`src/sv/dqzrc_pkg.sv`:
```
// Shared types and constants of the delta-quantising zero-run coder.
// Used by the channel interfaces, the controller, the datapath and the top level.
// Depends on nothing.
package dqzrc_pkg;

  // Field widths of the channels and the configuration port.
  localparam int SAMPLE_W    = 8;
  localparam int BYTE_W      = 8;
  localparam int CFG_INDEX_W = 1;
  localparam int CFG_DATA_W  = 9;
  localparam int STEP_W      = 8;
  localparam int RECIP_W     = 9;

  // Predictor and arithmetic widths.
  localparam int PRED_W  = 10;
  localparam int DIFF_W  = 11;
  localparam int PROD_W  = 21;
  localparam int QRAW_W  = PROD_W - 8;
  localparam int PRED_MAX = 511;
  localparam int PRED_MIN = -512;

  // Zero-run coding constants.
  localparam int RUN_W          = 9;
  localparam int RUN_LIMIT      = 256;
  localparam int RUN_FLUSH_SYM  = 255;
  localparam int RUN_ONE_SYM    = 1;
  localparam int RUN_MARK_SYM   = 0;

  // At most this many bytes leave the block per quad.
  localparam int MAX_RESULTS = 13;
  localparam int BYTE_IDX_W  = $clog2(MAX_RESULTS + 1);

  // Configuration register indexes.
  localparam logic [CFG_INDEX_W-1:0] CFG_QUANT_STEP  = 1'b0;
  localparam logic [CFG_INDEX_W-1:0] CFG_QUANT_RECIP = 1'b1;
  localparam logic [STEP_W-1:0]      QUANT_STEP_RESET  = 8'd9;
  localparam logic [RECIP_W-1:0]     QUANT_RECIP_RESET = 9'd28;

  // The six values of a quad, in coding order.
  typedef enum logic [2:0] {
    VAL_TL = 3'd0,
    VAL_TR = 3'd1,
    VAL_BL = 3'd2,
    VAL_BR = 3'd3,
    VAL_U  = 3'd4,
    VAL_V  = 3'd5
  } value_sel_t;

  // One input quad as held inside the block.
  typedef struct packed {
    logic [SAMPLE_W-1:0] luma_top_left;
    logic [SAMPLE_W-1:0] luma_top_right;
    logic [SAMPLE_W-1:0] luma_bottom_left;
    logic [SAMPLE_W-1:0] luma_bottom_right;
    logic [SAMPLE_W-1:0] chroma_u;
    logic [SAMPLE_W-1:0] chroma_v;
    logic                row_start;
    logic                frame_end;
  } quad_t;

  // Commands from the controller to the datapath.
  typedef struct packed {
    logic       load_in;
    logic       mul;
    logic       upd;
    logic       code_val;
    logic       code_term;
    logic       push;
    logic       drain;
    logic       pad;
    logic       term_phase;
    value_sel_t vsel;
  } dp_cmd_t;

  // Status from the datapath to the controller.
  typedef struct packed {
    logic queue_empty;
    logic has_byte;
    logic byte_go;
    logic pad_go;
    logic frame_end;
  } dp_status_t;

endpackage

```
`src/sv/dqzrc_quad_if.sv`:
```
// Input channel of the coder: one 2x2 luma quad with its chroma samples.
// Depends on dqzrc_pkg for the field widths.
interface dqzrc_quad_if;
  import dqzrc_pkg::*;

  logic                valid;
  logic                ready;
  logic [SAMPLE_W-1:0] luma_top_left;
  logic [SAMPLE_W-1:0] luma_top_right;
  logic [SAMPLE_W-1:0] luma_bottom_left;
  logic [SAMPLE_W-1:0] luma_bottom_right;
  logic [SAMPLE_W-1:0] chroma_u;
  logic [SAMPLE_W-1:0] chroma_v;
  logic                row_start;
  logic                frame_end;

  modport source (
    output valid, luma_top_left, luma_top_right, luma_bottom_left, luma_bottom_right,
    output chroma_u, chroma_v, row_start, frame_end,
    input  ready
  );

  modport sink (
    input  valid, luma_top_left, luma_top_right, luma_bottom_left, luma_bottom_right,
    input  chroma_u, chroma_v, row_start, frame_end,
    output ready
  );

endinterface

```
`src/sv/dqzrc_byte_if.sv`:
```
// Output channel of the coder: one byte of the packed bitstream per transaction.
// Depends on dqzrc_pkg for the field widths.
interface dqzrc_byte_if;
  import dqzrc_pkg::*;

  logic              valid;
  logic              ready;
  logic [BYTE_W-1:0] out_byte;
  logic              last;

  modport source (output valid, out_byte, last, input ready);
  modport sink (input valid, out_byte, last, output ready);

endinterface

```
`src/sv/dqzrc_ctrl.sv`:
```
// Controller state machine of the coder: sequences the six values of a quad,
// the symbol pushes, the byte drain and the frame-end flush. Depends on dqzrc_pkg.
module dqzrc_ctrl (
  input  logic                  clk,
  input  logic                  rst,
  input  logic                  in_valid,
  output logic                  in_ready,
  input  dqzrc_pkg::dp_status_t status,
  output dqzrc_pkg::dp_cmd_t    cmd
);
  import dqzrc_pkg::*;

  typedef enum logic [6:0] {
    S_IDLE  = 7'b0000001,
    S_MUL   = 7'b0000010,
    S_UPD   = 7'b0000100,
    S_CODE  = 7'b0001000,
    S_PUSH  = 7'b0010000,
    S_DRAIN = 7'b0100000,
    S_PAD   = 7'b1000000
  } state_t;

  state_t     state;
  state_t     state_next;
  value_sel_t vsel;
  value_sel_t vsel_next;
  logic       term;
  logic       term_next;

  // Following value in coding order.
  function automatic value_sel_t next_value(value_sel_t v);
    value_sel_t r;
    unique case (v)
      VAL_TL:  r = VAL_TR;
      VAL_TR:  r = VAL_BL;
      VAL_BL:  r = VAL_BR;
      VAL_BR:  r = VAL_U;
      VAL_U:   r = VAL_V;
      default: r = VAL_TL;
    endcase
    return r;
  endfunction

  // No transaction is taken while reset is held.
  assign in_ready = (state == S_IDLE) && !rst;

  // Next state and command decode.
  always_comb begin
    state_next     = state;
    vsel_next      = vsel;
    term_next      = term;
    cmd            = '0;
    cmd.vsel       = vsel;
    cmd.term_phase = term;
    unique case (state)
      S_IDLE: begin
        if (in_valid && in_ready) begin
          cmd.load_in = 1'b1;
          vsel_next   = VAL_TL;
          term_next   = 1'b0;
          state_next  = S_MUL;
        end
      end
      S_MUL: begin
        cmd.mul    = 1'b1;
        state_next = S_UPD;
      end
      S_UPD: begin
        cmd.upd    = 1'b1;
        state_next = S_CODE;
      end
      S_CODE: begin
        cmd.code_val = 1'b1;
        state_next   = S_DRAIN;
      end
      S_PUSH: begin
        cmd.push   = 1'b1;
        state_next = S_DRAIN;
      end
      S_DRAIN: begin
        priority if (status.has_byte) begin
          cmd.drain = status.byte_go;
        end else if (!status.queue_empty) begin
          state_next = S_PUSH;
        end else if (!term && vsel != VAL_V) begin
          vsel_next  = next_value(vsel);
          state_next = S_MUL;
        end else if (!term && status.frame_end) begin
          cmd.code_term = 1'b1;
          term_next     = 1'b1;
        end else if (term) begin
          state_next = S_PAD;
        end else begin
          state_next = S_IDLE;
        end
      end
      S_PAD: begin
        if (status.pad_go) begin
          cmd.pad    = 1'b1;
          state_next = S_IDLE;
        end
      end
      default: state_next = S_IDLE;
    endcase
  end

  // Control registers.
  always_ff @(posedge clk) begin
    if (rst) begin
      state <= S_IDLE;
      vsel  <= VAL_TL;
      term  <= 1'b0;
    end else begin
      state <= state_next;
      vsel  <= vsel_next;
      term  <= term_next;
    end
  end

endmodule

```
`src/sv/dqzrc_datapath.sv`:
```
// Datapath of the coder: configuration registers, predictors, the two
// multiply steps, the symbol queue, the bit packer and the output register.
// Depends on dqzrc_pkg and dqzrc_byte_if.
module dqzrc_datapath #(
  parameter int SYMBOL_BITS = 9
) (
  input  logic                              clk,
  input  logic                              rst,
  input  dqzrc_pkg::quad_t                  quad_data,
  input  logic                              cfg_we,
  input  logic [dqzrc_pkg::CFG_INDEX_W-1:0] cfg_index,
  input  logic [dqzrc_pkg::CFG_DATA_W-1:0]  cfg_data,
  input  dqzrc_pkg::dp_cmd_t                cmd,
  output dqzrc_pkg::dp_status_t             status,
  dqzrc_byte_if.source                      stream
);
  import dqzrc_pkg::*;

  localparam int WinW   = SYMBOL_BITS + 7;
  localparam int CntW   = $clog2(SYMBOL_BITS + 8);
  localparam int QLimit = 2 ** (SYMBOL_BITS - 1) - 1;
  localparam int StepPW = SYMBOL_BITS + STEP_W + 1;
  localparam logic signed [31:0] QLimPos = 32'(QLimit);
  localparam logic signed [31:0] QLimNeg = -32'(QLimit);
  localparam logic signed [31:0] PredHi  = 32'(PRED_MAX);
  localparam logic signed [31:0] PredLo  = 32'(PRED_MIN);

  // Configuration registers.
  logic [STEP_W-1:0]  quant_step;
  logic [RECIP_W-1:0] quant_recip;

  // Item and arithmetic state.
  quad_t                    quad_reg;
  logic signed [PRED_W-1:0] pred_top;
  logic signed [PRED_W-1:0] pred_bot;
  logic signed [PRED_W-1:0] pred_u;
  logic signed [PRED_W-1:0] pred_v;
  logic signed [PROD_W-1:0] prod;
  logic signed [SYMBOL_BITS-1:0] q_val;

  // Coding state.
  logic [RUN_W-1:0]       zero_run;
  logic [SYMBOL_BITS-1:0] sym_q [3];
  logic [1:0]             sym_n;
  logic [WinW-1:0]        window;
  logic [CntW-1:0]        bit_cnt;
  logic [BYTE_IDX_W-1:0]  byte_idx;

  // Output register.
  logic              out_valid;
  logic [BYTE_W-1:0] out_byte;
  logic              out_last;

  // Combinational signals.
  logic [SAMPLE_W-1:0]        sample;
  logic signed [PRED_W-1:0]   pred_cur;
  logic signed [DIFF_W-1:0]   diff;
  logic signed [PROD_W-1:0]   prod_full;
  logic signed [QRAW_W-1:0]   q_raw;
  logic signed [31:0]         q_wide;
  logic signed [31:0]         q_clip;
  logic signed [SYMBOL_BITS-1:0] q_sat;
  logic signed [StepPW-1:0]   step_prod;
  logic signed [31:0]         np_wide;
  logic signed [31:0]         np_clip;
  logic signed [PRED_W-1:0]   pred_new;
  logic signed [SYMBOL_BITS-1:0] q_neg;
  logic [SYMBOL_BITS-1:0]     val_sym;
  logic [SYMBOL_BITS-1:0]     run_sym;
  logic [RUN_W-1:0]           run_inc;
  logic                       drop;
  logic                       out_free;
  logic                       out_load;
  logic                       drain_last;
  logic                       pad_emit;

  // Select the sample and predictor of the current value.
  always_comb begin
    unique case (cmd.vsel)
      VAL_TL: begin sample = quad_reg.luma_top_left;     pred_cur = pred_top; end
      VAL_TR: begin sample = quad_reg.luma_top_right;    pred_cur = pred_top; end
      VAL_BL: begin sample = quad_reg.luma_bottom_left;  pred_cur = pred_bot; end
      VAL_BR: begin sample = quad_reg.luma_bottom_right; pred_cur = pred_bot; end
      VAL_U:  begin sample = quad_reg.chroma_u;          pred_cur = pred_u;   end
      VAL_V:  begin sample = quad_reg.chroma_v;          pred_cur = pred_v;   end
      default: begin sample = quad_reg.chroma_v;         pred_cur = pred_v;   end
    endcase
  end

  // First multiply: prediction error times the reciprocal.
  assign diff      = $signed({3'b000, sample}) - DIFF_W'(pred_cur);
  assign prod_full = diff * $signed({1'b0, quant_recip});

  // Floor division by 256, clip to the code range, then advance the predictor.
  assign q_raw = prod[PROD_W-1:8];
  assign q_wide = 32'(q_raw);
  always_comb begin
    priority if (q_wide > QLimPos) q_clip = QLimPos;
    else if (q_wide < QLimNeg)     q_clip = QLimNeg;
    else                           q_clip = q_wide;
  end
  assign q_sat     = q_clip[SYMBOL_BITS-1:0];
  assign step_prod = q_sat * $signed({1'b0, quant_step});
  assign np_wide   = 32'(pred_cur) + 32'(step_prod);
  always_comb begin
    priority if (np_wide > PredHi) np_clip = PredHi;
    else if (np_wide < PredLo)     np_clip = PredLo;
    else                           np_clip = np_wide;
  end
  assign pred_new = np_clip[PRED_W-1:0];

  // Zigzag code plus one of a nonzero value, and the run symbol.
  assign q_neg   = -q_val;
  assign val_sym = q_val[SYMBOL_BITS-1] ? {q_neg[SYMBOL_BITS-2:0], 1'b0}
                                        : {q_val[SYMBOL_BITS-2:0], 1'b1};
  assign run_sym = SYMBOL_BITS'(zero_run);
  assign run_inc = zero_run + RUN_W'(1);

  // Byte emission control.
  assign drop       = (byte_idx >= BYTE_IDX_W'(MAX_RESULTS));
  assign out_free   = !out_valid || stream.ready;
  assign pad_emit   = (bit_cnt != '0) && !drop;
  assign out_load   = (cmd.drain && !drop) || (cmd.pad && pad_emit);
  assign drain_last = quad_reg.frame_end &&
                      ((byte_idx == BYTE_IDX_W'(MAX_RESULTS - 1)) ||
                       (cmd.term_phase && sym_n == 2'd0 && bit_cnt == CntW'(8)));

  // Status to the controller.
  always_comb begin
    status.queue_empty = (sym_n == 2'd0);
    status.has_byte    = (bit_cnt >= CntW'(8));
    status.byte_go     = out_free || drop;
    status.pad_go      = (bit_cnt == '0) || out_free || drop;
    status.frame_end   = quad_reg.frame_end;
  end

  // Configuration registers.
  always_ff @(posedge clk) begin
    if (rst) begin
      quant_step  <= QUANT_STEP_RESET;
      quant_recip <= QUANT_RECIP_RESET;
    end else if (cfg_we) begin
      unique case (cfg_index)
        CFG_QUANT_STEP:  quant_step  <= cfg_data[STEP_W-1:0];
        CFG_QUANT_RECIP: quant_recip <= cfg_data[RECIP_W-1:0];
        default: ;
      endcase
    end
  end

  // Payload registers of the item and the arithmetic steps.
  always_ff @(posedge clk) begin
    if (cmd.load_in) quad_reg <= quad_data;
    if (cmd.mul)     prod     <= prod_full;
    if (cmd.upd)     q_val    <= q_sat;
  end

  // Predictors: cleared at the start of a row, advanced after each value.
  always_ff @(posedge clk) begin
    if (rst) begin
      pred_top <= '0;
      pred_bot <= '0;
      pred_u   <= '0;
      pred_v   <= '0;
    end else if (cmd.load_in && quad_data.row_start) begin
      pred_top <= '0;
      pred_bot <= '0;
      pred_u   <= '0;
      pred_v   <= '0;
    end else if (cmd.upd) begin
      unique case (cmd.vsel)
        VAL_TL, VAL_TR: pred_top <= pred_new;
        VAL_BL, VAL_BR: pred_bot <= pred_new;
        VAL_U:          pred_u   <= pred_new;
        VAL_V:          pred_v   <= pred_new;
        default: ;
      endcase
    end
  end

  // Symbol contents of the queue.
  always_ff @(posedge clk) begin
    if (cmd.code_val) begin
      if (q_val == '0) begin
        sym_q[0] <= SYMBOL_BITS'(RUN_MARK_SYM);
        sym_q[1] <= SYMBOL_BITS'(RUN_FLUSH_SYM);
      end else if (zero_run > RUN_W'(1)) begin
        sym_q[0] <= SYMBOL_BITS'(RUN_MARK_SYM);
        sym_q[1] <= run_sym;
        sym_q[2] <= val_sym;
      end else if (zero_run == RUN_W'(1)) begin
        sym_q[0] <= SYMBOL_BITS'(RUN_ONE_SYM);
        sym_q[1] <= val_sym;
      end else begin
        sym_q[0] <= val_sym;
      end
    end else if (cmd.code_term) begin
      sym_q[0] <= SYMBOL_BITS'(RUN_MARK_SYM);
      sym_q[1] <= SYMBOL_BITS'(RUN_MARK_SYM);
    end else if (cmd.push) begin
      sym_q[0] <= sym_q[1];
      sym_q[1] <= sym_q[2];
    end
  end

  // Queue fill, zero run, bit window and byte count.
  always_ff @(posedge clk) begin
    if (rst) begin
      sym_n    <= 2'd0;
      zero_run <= '0;
      window   <= '0;
      bit_cnt  <= '0;
      byte_idx <= '0;
    end else begin
      if (cmd.load_in) byte_idx <= '0;
      if (cmd.code_val) begin
        if (q_val == '0) begin
          if (run_inc == RUN_W'(RUN_LIMIT)) begin
            sym_n    <= 2'd2;
            zero_run <= RUN_W'(1);
          end else begin
            zero_run <= run_inc;
          end
        end else begin
          zero_run <= '0;
          if (zero_run > RUN_W'(1))       sym_n <= 2'd3;
          else if (zero_run == RUN_W'(1)) sym_n <= 2'd2;
          else                            sym_n <= 2'd1;
        end
      end
      if (cmd.code_term) sym_n <= 2'd2;
      if (cmd.push) begin
        window  <= window | (WinW'(sym_q[0]) << bit_cnt[2:0]);
        bit_cnt <= bit_cnt + CntW'(SYMBOL_BITS);
        sym_n   <= sym_n - 2'd1;
      end
      if (cmd.drain) begin
        window  <= window >> 8;
        bit_cnt <= bit_cnt - CntW'(8);
        if (!drop) byte_idx <= byte_idx + BYTE_IDX_W'(1);
      end
      if (cmd.pad) begin
        window   <= '0;
        bit_cnt  <= '0;
        zero_run <= '0;
        if (pad_emit) byte_idx <= byte_idx + BYTE_IDX_W'(1);
      end
    end
  end

  // Output register: holds a byte until the sink takes it.
  always_ff @(posedge clk) begin
    if (rst) begin
      out_valid <= 1'b0;
    end else if (out_load) begin
      out_valid <= 1'b1;
    end else if (stream.ready) begin
      out_valid <= 1'b0;
    end
  end

  always_ff @(posedge clk) begin
    if (out_load) begin
      out_byte <= window[BYTE_W-1:0];
      out_last <= cmd.pad ? 1'b1 : drain_last;
    end
  end

  assign stream.valid    = out_valid;
  assign stream.out_byte = out_byte;
  assign stream.last     = out_last;

endmodule

```
`src/sv/delta_quant_zero_run_coder.sv`:
```
// Lossy DPCM encoder with zero-run coding for YUV 4:2:0 quads. Each quad is
// worked on alone: the block takes one, then returns to accept the next once
// its bytes are handed to the output register. Each value takes a multiply, a
// predictor update, a coding step and a decision; each symbol is pushed into
// the bit packer and its full bytes drained, and at frame end two more symbols
// are pushed and any partial byte padded out. The packer moves one byte per
// cycle to the output register, so a stalled sink holds the sequencer.
// Configuration is written through cfg_we, cfg_index and cfg_data; the user
// must write it only while the block is idle; the block does not enforce this.
// Depends on dqzrc_pkg, both channel interfaces, dqzrc_ctrl and dqzrc_datapath.
module delta_quant_zero_run_coder #(
  parameter int SYMBOL_BITS = 9
) (
  input  logic                              clk,
  input  logic                              rst,
  dqzrc_quad_if.sink                        quad,
  dqzrc_byte_if.source                      stream,
  input  logic                              cfg_we,
  input  logic [dqzrc_pkg::CFG_INDEX_W-1:0] cfg_index,
  input  logic [dqzrc_pkg::CFG_DATA_W-1:0]  cfg_data
);
  import dqzrc_pkg::*;

  dp_cmd_t    cmd;
  dp_status_t status;
  quad_t      quad_data;
  logic       in_ready;

  // Gather the input payload into one word.
  always_comb begin
    quad_data.luma_top_left     = quad.luma_top_left;
    quad_data.luma_top_right    = quad.luma_top_right;
    quad_data.luma_bottom_left  = quad.luma_bottom_left;
    quad_data.luma_bottom_right = quad.luma_bottom_right;
    quad_data.chroma_u          = quad.chroma_u;
    quad_data.chroma_v          = quad.chroma_v;
    quad_data.row_start         = quad.row_start;
    quad_data.frame_end         = quad.frame_end;
  end

  assign quad.ready = in_ready;

  // Sequencer.
  dqzrc_ctrl u_ctrl (
    .clk      (clk),
    .rst      (rst),
    .in_valid (quad.valid),
    .in_ready (in_ready),
    .status   (status),
    .cmd      (cmd)
  );

  // Arithmetic, coding and packing.
  dqzrc_datapath #(
    .SYMBOL_BITS (SYMBOL_BITS)
  ) u_datapath (
    .clk       (clk),
    .rst       (rst),
    .quad_data (quad_data),
    .cfg_we    (cfg_we),
    .cfg_index (cfg_index),
    .cfg_data  (cfg_data),
    .cmd       (cmd),
    .status    (status),
    .stream    (stream)
  );

endmodule
```
`src/flat_wrapper.sv`:
```
// flat-port wrapper written by rule: the top's interface ports become plain ports
module delta_quant_zero_run_coder_flat import dqzrc_pkg::*;
#(
  parameter int SYMBOL_BITS = 9
)
  (clk, rst, cfg_we, cfg_index, cfg_data, quad_valid, quad_luma_top_left, quad_luma_top_right, quad_luma_bottom_left, quad_luma_bottom_right, quad_chroma_u, quad_chroma_v, quad_row_start, quad_frame_end, quad_ready, stream_valid, stream_out_byte, stream_last, stream_ready);
  dqzrc_quad_if quad_i ();
  dqzrc_byte_if stream_i ();
  input  logic clk;
  input  logic rst;
  input  logic cfg_we;
  input  logic [dqzrc_pkg::CFG_INDEX_W-1:0] cfg_index;
  input  logic [dqzrc_pkg::CFG_DATA_W-1:0] cfg_data;
  input wire logic [$bits(quad_i.valid)-1:0] quad_valid;
  input wire logic [$bits(quad_i.luma_top_left)-1:0] quad_luma_top_left;
  input wire logic [$bits(quad_i.luma_top_right)-1:0] quad_luma_top_right;
  input wire logic [$bits(quad_i.luma_bottom_left)-1:0] quad_luma_bottom_left;
  input wire logic [$bits(quad_i.luma_bottom_right)-1:0] quad_luma_bottom_right;
  input wire logic [$bits(quad_i.chroma_u)-1:0] quad_chroma_u;
  input wire logic [$bits(quad_i.chroma_v)-1:0] quad_chroma_v;
  input wire logic [$bits(quad_i.row_start)-1:0] quad_row_start;
  input wire logic [$bits(quad_i.frame_end)-1:0] quad_frame_end;
  output wire logic [$bits(quad_i.ready)-1:0] quad_ready;
  output wire logic [$bits(stream_i.valid)-1:0] stream_valid;
  output wire logic [$bits(stream_i.out_byte)-1:0] stream_out_byte;
  output wire logic [$bits(stream_i.last)-1:0] stream_last;
  input wire logic [$bits(stream_i.ready)-1:0] stream_ready;
  assign quad_i.valid = quad_valid;
  assign quad_i.luma_top_left = quad_luma_top_left;
  assign quad_i.luma_top_right = quad_luma_top_right;
  assign quad_i.luma_bottom_left = quad_luma_bottom_left;
  assign quad_i.luma_bottom_right = quad_luma_bottom_right;
  assign quad_i.chroma_u = quad_chroma_u;
  assign quad_i.chroma_v = quad_chroma_v;
  assign quad_i.row_start = quad_row_start;
  assign quad_i.frame_end = quad_frame_end;
  assign quad_ready = quad_i.ready;
  assign stream_valid = stream_i.valid;
  assign stream_out_byte = stream_i.out_byte;
  assign stream_last = stream_i.last;
  assign stream_i.ready = stream_ready;
  delta_quant_zero_run_coder #(.SYMBOL_BITS(SYMBOL_BITS)) u_core (.clk(clk), .rst(rst), .quad(quad_i), .stream(stream_i), .cfg_we(cfg_we), .cfg_index(cfg_index), .cfg_data(cfg_data));
endmodule
```
`config.mk`:
```
export PLATFORM = sky130hd
export DESIGN_NAME = delta_quant_zero_run_coder_flat
export DESIGN_NICKNAME = d
export VERILOG_FILES = /design/src/sv/dqzrc_pkg.sv /design/src/sv/dqzrc_quad_if.sv /design/src/sv/dqzrc_byte_if.sv /design/src/sv/dqzrc_ctrl.sv /design/src/sv/dqzrc_datapath.sv /design/src/sv/delta_quant_zero_run_coder.sv /design/src/flat_wrapper.sv
export SDC_FILE = /design/constraint.sdc
export NUM_CORES = 1
export LEC_CHECK = 0
export BUFFER_PORTS_ARGS = -buffer_cell sky130_fd_sc_hd__buf_4
export CAP_MARGIN = 10
export CORE_MARGIN = 10
export CORE_UTILIZATION = 55
export DETAILED_ROUTE_END_ITERATION = 8
export PLACE_DENSITY_LB_ADDON = 0.15
export SKIP_CTS_REPAIR_TIMING = 1
export SLEW_MARGIN = 20
export SYNTH_ARGS = -nofsm -noshare
export SYNTH_HDL_FRONTEND = slang
export SYNTH_HIERARCHICAL = 1
export SYNTH_SLANG_ARGS = --single-unit
```
`constraint.sdc`:
```
create_clock -name clk -period 18.2 [get_ports clk]
set_input_delay 0.91 -clock clk [delete_from_list [all_inputs] [get_ports clk]]
set_output_delay 0.91 -clock clk [all_outputs]
set_load 0.005 [all_outputs]
```
Word level (Yosys, flattened, before mapping) --
Memories as Yosys holds them, arrays and structs flattened. Cells that the tools add are included.
Word-level totals: bits in registers 193, latch bits 0, RAM bits 27, memory bits (read-only) 0, input bits 65, output and inout bits 11, memories 1
Operators by class: add/sub/neg operators 8, multiply operators 2, divide/modulo/power cells 0, order comparisons 7, equal/unequal tests 26, shift operators 1, mux-type cells 95, bitwise gates (word level) 11, reductions and logical operators 46
Memory list:
- u_core.u_datapath.sym_q | depth 3, bits a word 9, rd ports 3, clocked after Yosys merged registers in 0, write ports 3, RTL line dqzrc_datapath.sv:43 | logic [SYMBOL_BITS-1:0] sym_q [3];
Operator list (number):
- 2-to-1 mux 9 bit | 14
- 2-to-1 mux 7 bit | 7
- 2-to-1 mux 1 bit | 46
- case mux 7 bit (6 select lines) | 1
- case mux 8 bit (5 select lines) | 1
- case mux 10 bit (3 select lines) | 1
- multiplier 11 x 10 -> 21 bit | 1
- 2-to-1 mux 10 bit | 2
- 2-to-1 mux 4 bit | 5
- adder 10 x 18 -> 19 bit | 1
- greater-than comparator 19 x 10 -> 1 bit, second input constant | 1
- < comparator 19 x 10 -> 1 bit, second input constant | 1
- multiplier 9 x 9 -> 18 bit | 1
- 2-to-1 mux 8 bit | 2
- OR 16 bit | 1
- left shift 9 x 3 -> 16 bit | 1
- case mux 3 bit (5 select lines) | 1
- 2-to-1 mux 2 bit | 7
- AND reduction 2 bit | 7
- greater-than comparator 13 x 9 -> 1 bit, second input constant | 1
- < comparator 13 x 9 -> 1 bit, second input constant | 1
- 2-to-1 mux 3 bit | 4
- logical AND 1 bit | 11
- subtractor 9 x 10 -> 11 bit | 1
- 47 further kinds | 77

Longest topological paths before layout --
depth in word-level cells 12, mapped depth 32, mapped depth without buffers 31

Hierarchy --
Netlist, hierarchy kept.
Modules (own cells, without submodules):
- dqzrc_datapath | instances 1, cells an instance 1775, area an instance 16711.0 um2
- dqzrc_ctrl | instances 1, cells an instance 94, area an instance 810.8 um2

Worst setup path before layout --
No wires, ideal clock.
path kind register to register, from reg u_core.u_ctrl.vsel[0], to reg u_core.u_datapath.prod[19] (data pin), data arrival time 7.920 ns, data required time 17.942 ns, setup slack 10.022 ns, cell stages (with the launch flop) 29, buffers on the path 2, clock period less this slack 8.178 ns, cell sequence dfxtp_1 buf_2 buf_1 mux4_2 o21ai_0 ha_1 inv_1 fa_1 a21o_1 a21oi_1 o21ai_0 a2111o_1 a31oi_1 nand2_1 inv_1 fa_1 fa_1 inv_1 fa_1 inv_1 fa_1 fa_1 ha_1 and4_1 a211oi_1 nand2_1 a211o_1 a21oi_1 xnor2_1
On the way: cells in the longest elaborated chain, start to end 5, elaborated cells between the ends (all ways) 11, those cells by class 1 x add/sub; 1 x mul; 4 x eq/ne; 2 x mux; 3 x reduce/logical
RTL lines:
- start, declared | RTL line dqzrc_ctrl.sv:25 | value_sel_t vsel;
- start signal, assigned | RTL line dqzrc_ctrl.sv:115 | vsel <= vsel_next;
- equality test 3 x 2 -> 1 bit (tied with other cells) | RTL line dqzrc_datapath.sv:79 | unique case (cmd.vsel)
- OR reduction 2 bit (no source line)
- case mux 10 bit (3 select lines) | RTL line dqzrc_datapath.sv:79
- subtractor 9 x 10 -> 11 bit (*) | RTL line dqzrc_datapath.sv:91 | assign diff = $signed({3'b000, sample}) - DIFF_W'(pred_cur);
- multiplier 11 x 10 -> 21 bit (*) | RTL line dqzrc_datapath.sv:92 | assign prod_full = diff * $signed({1'b0, quant_recip});
- named net u_core.u_datapath.prod_full[19] | RTL line dqzrc_datapath.sv:58 | logic signed [PROD_W-1:0] prod_full;
- end signal, assigned | RTL line dqzrc_datapath.sv:154 | if (cmd.mul) prod <= prod_full;
- end, declared | RTL line dqzrc_datapath.sv:38 | logic signed [PROD_W-1:0] prod;
Mark *: on every way through the listed nets, which the timed path passes. The rest lies on a longest branch. A chain may end at the register's enable or synchronous reset.

Worst setup path in the final report --
from reg u_core.u_ctrl.vsel[1], to reg u_core.u_datapath.prod[19] (data pin)
The elaborated chain is that of the path after synthesis.

==> impl_metrics.toml <==
[status]
status = "finished, final reports clean"

[timing]
fin_crit_ns = 8.92
fmax_mhz = 112
worstMarginPinSlew_ns = 1.13
hold_viol = 0
setup_tns_ns = 0
slew_headroom = 0.240
clock_skew_ns = 0.0220
setup_viol = 0
slew_viol_final = 0
min_period_over_period = 0.490
worst_slack_ns = 9.28
rsz0062_at_grt = "no"

[setup_path]
crit_path_end = "u_core/u_datapath/prod[19]"
r2r_start = "u_core/u_ctrl/vsel[1]"
r2r_slack_ns = 9.28
arrival_ns = 9.20
critical_path_class = "flop to flop"
cp_max_fo = 46
startpoint_type = "flop"
startpoint = "u_core/u_ctrl/vsel[1]"
r2r-end = "u_core/u_datapath/prod[19]"
critPathMaxStageDelay_ns = 0.69
path_common_cell = "fa_1"
reg2regPathDepth = 28
critPathCaptureType = "flop"
cp.required_ns = 18.48
cp_slowest_cell = "nor2_2"

[yosys]
async_flop_share = 0
syn_area_per_cell_um2 = 9.37
ys_seq_elements = 212
syn_inst = 1869
synth_cell_types = 87
synth-edff-count = 107
ys_warn_count = 6
seq_area_frac_synth = 0.303
synthFlopType = "edfxtp_1"
syn-num-nets = 2204
synth_area_um2 = 17500

[die]
coreArea_um2 = 31500
die_w_um = 198
start_util = 0.557
placement_rows = 65
die_h_um = 198
ios = 76
die-area_um2 = 39400

[route]
drt_first_pass_iters = 5
wl_mm = 40.5
drc = 0
wire_per_inst_um = 17.5
vias = 13200
final_antenna_net_count = 0
drt_iter0_markers = 910
vias_per_cell = 5.69

[global_routing]
grt_pass1_wl_mm = 67.6
grt_pass1_vias = 13500
antenna_found_initial = 1
grt_remaining_overflow = 0
track_usage = 0.209
grt_max_degree = 53

[cells_and_area]
final_nets = 2233
fill_cells = 2698
layout-drive-gt1-share = 0.0945
final_cell_mix = "inv_1 (264), nand2_1 (220), fa_1 (163)"
diodes = 0
largest_reg_flops = 48
final_util = 0.609
synthToLayoutAreaGrowth_pct = 9.40
layout_commonest_cell = "inv_1"

[cts]
cts_max_path_buffers = 3
cts_buffers = 25
cts-root-buf = "clkbuf_16"
clock_latency_ns = 0.54
tritoncts = "done"
path_clk_slew_ns = 0.06
cts_max_level = 1
cts.sinks = 212

[pwr]
power_frac_comb = 0.693
swShare = 0.488
ir_drop_mv = 0.134
powerDensity_nw_per_um2 = 192
seqPwrFrac = 0.168
p_int_mw = 1.89
p_sw_mw = 1.80
leakage_nw = 8.27
clkPwrFrac = 0.140

[place]
place_ws_ns = 9.32
hpwl_mm = 31.5
gp_congestion = 0.899
numPortBuffers = 75

[worst_hold_path]
min_path_type = "flop to flop"

[run]
drv_cap = 0
-- how the worst min path moves through the flow --
stage                                start                                    to  slack, ns  cells past startpoint
2_1_floorplan  u_core/u_datapath/window[0]  u_core/u_datapath/stream.out_byte[0]       0.41                      0
3_5_place_dp   u_core/u_datapath/window[3]  u_core/u_datapath/stream.out_byte[3]       0.42                      0
6_report       u_core/u_datapath/window[3]  u_core/u_datapath/stream.out_byte[3]       0.43                      0
3_3_place_gp   u_core/u_datapath/window[3]  u_core/u_datapath/stream.out_byte[3]       0.41                      0
4_1_cts        u_core/u_datapath/window[3]  u_core/u_datapath/stream.out_byte[3]       0.43                      0
5_1_grt        u_core/u_datapath/window[3]  u_core/u_datapath/stream.out_byte[3]       0.45                      0
-- routing by layer --
layer,GRT usage,up-vias,part of all wire
met3,0.0253,56,0.050
li1,-,6330,-
met5,0,-,0.00032
met1,0.265,6448,0.43
met4,0.0506,2,0.020
met2,0.370,362,0.50
-- synth_stat cells, drive strengths merged (4+ instances only) --
library cell	n	area [µm²]
and2	80	500
o21ai	64	324
and4b	4	40.0
a21oi	97	485
o2111ai	4	35.0
a21o	16	120
nor4b	5	50.0
a31oi	7	43.8
nand4	8	68.8
o22ai	4	25.0
o22a	8	70.1
a211oi	19	143
o31ai	4	30.0
nor2b	24	150
mux2	18	203
clkbuf	59	225
o211ai	41	318
and3	13	81.3
nand3	51	270
nor4	15	124
xor2	23	201
nor2	113	429
dfxtp	105	2100
nand2b	14	87.6
a221oi	7	67.6
a221o	4	40.0
edfxtp	107	3210
nand3b	9	67.6
nor3	22	131
fa	163	3260
inv	264	991
nand2	220	826
buf	22	134
nor3b	12	90.1
xnor2	31	272
or2	4	25.0
or3	9	56.3
or4	7	56.3
mux2i	27	270
o21a	15	113
ha	107	1340
-- cells by family after synthesis --
logic type | count (synthesis) | synth area share
and+or+nand+nor | 620 | 0.180
buffers and inverters | 345 | 0.0770
AOI/OAI and AO/OA | 322 | 0.122
adders and majority gates | 270 | 0.263
DFF | 212 | 0.303
xor gates and xnor gates | 54 | 0.0270
muxes | 46 | 0.0283
-- per-stage QoR --
step                std cells  hold slack (ns)  cell area (µm²)  total power, mW
floorplan                1869            0.408            17500             2.66
CTS                      2318            0.432            19200             3.71
finish                   2318            0.431            19200             3.69
global placement         2273            0.409            18300             3.11
global route             2318            0.451            19200             4.06
detailed placement       2273            0.418            18300             3.18
-- power by group through the flow --
stage	Combinational (mW)	Clock (mW)	Sequential, mW
floorplan	2.05	0	0.615
global placement	2.48	0	0.627
detailed placement	2.55	0	0.628
CTS	2.56	0.525	0.617
global route	2.90	0.543	0.622
finish	2.55	0.515	0.617
-- worst max-delay path: cells and delay by family (launching register included) --
family	cells	cell delay (ns)
buffers and inverters	5	0.56
xor gates and xnor gates	1	0.08
AOI/OAI and AO/OA	9	2.59
and+or+nand+nor	4	1.34
DFF	1	0.30
muxes	1	0.21
adders and majority gates	8	3.56
-- layout make-up --
class | count | area, µm² | area share
Clock buffer | 32 | 672 | 0.0351
Clock inverter | 13 | 175 | 0.00914
Inverter | 264 | 991 | 0.0517
Tap cell | 402 | 503 | 0.0262
Timing Repair Buffer | 83 | 623 | 0.0325
Multi-Input combinational cell | 1312 | 10900 | 0.568
Sequential cell | 212 | 5320 | 0.277
(Power assumes the default switching activity.)
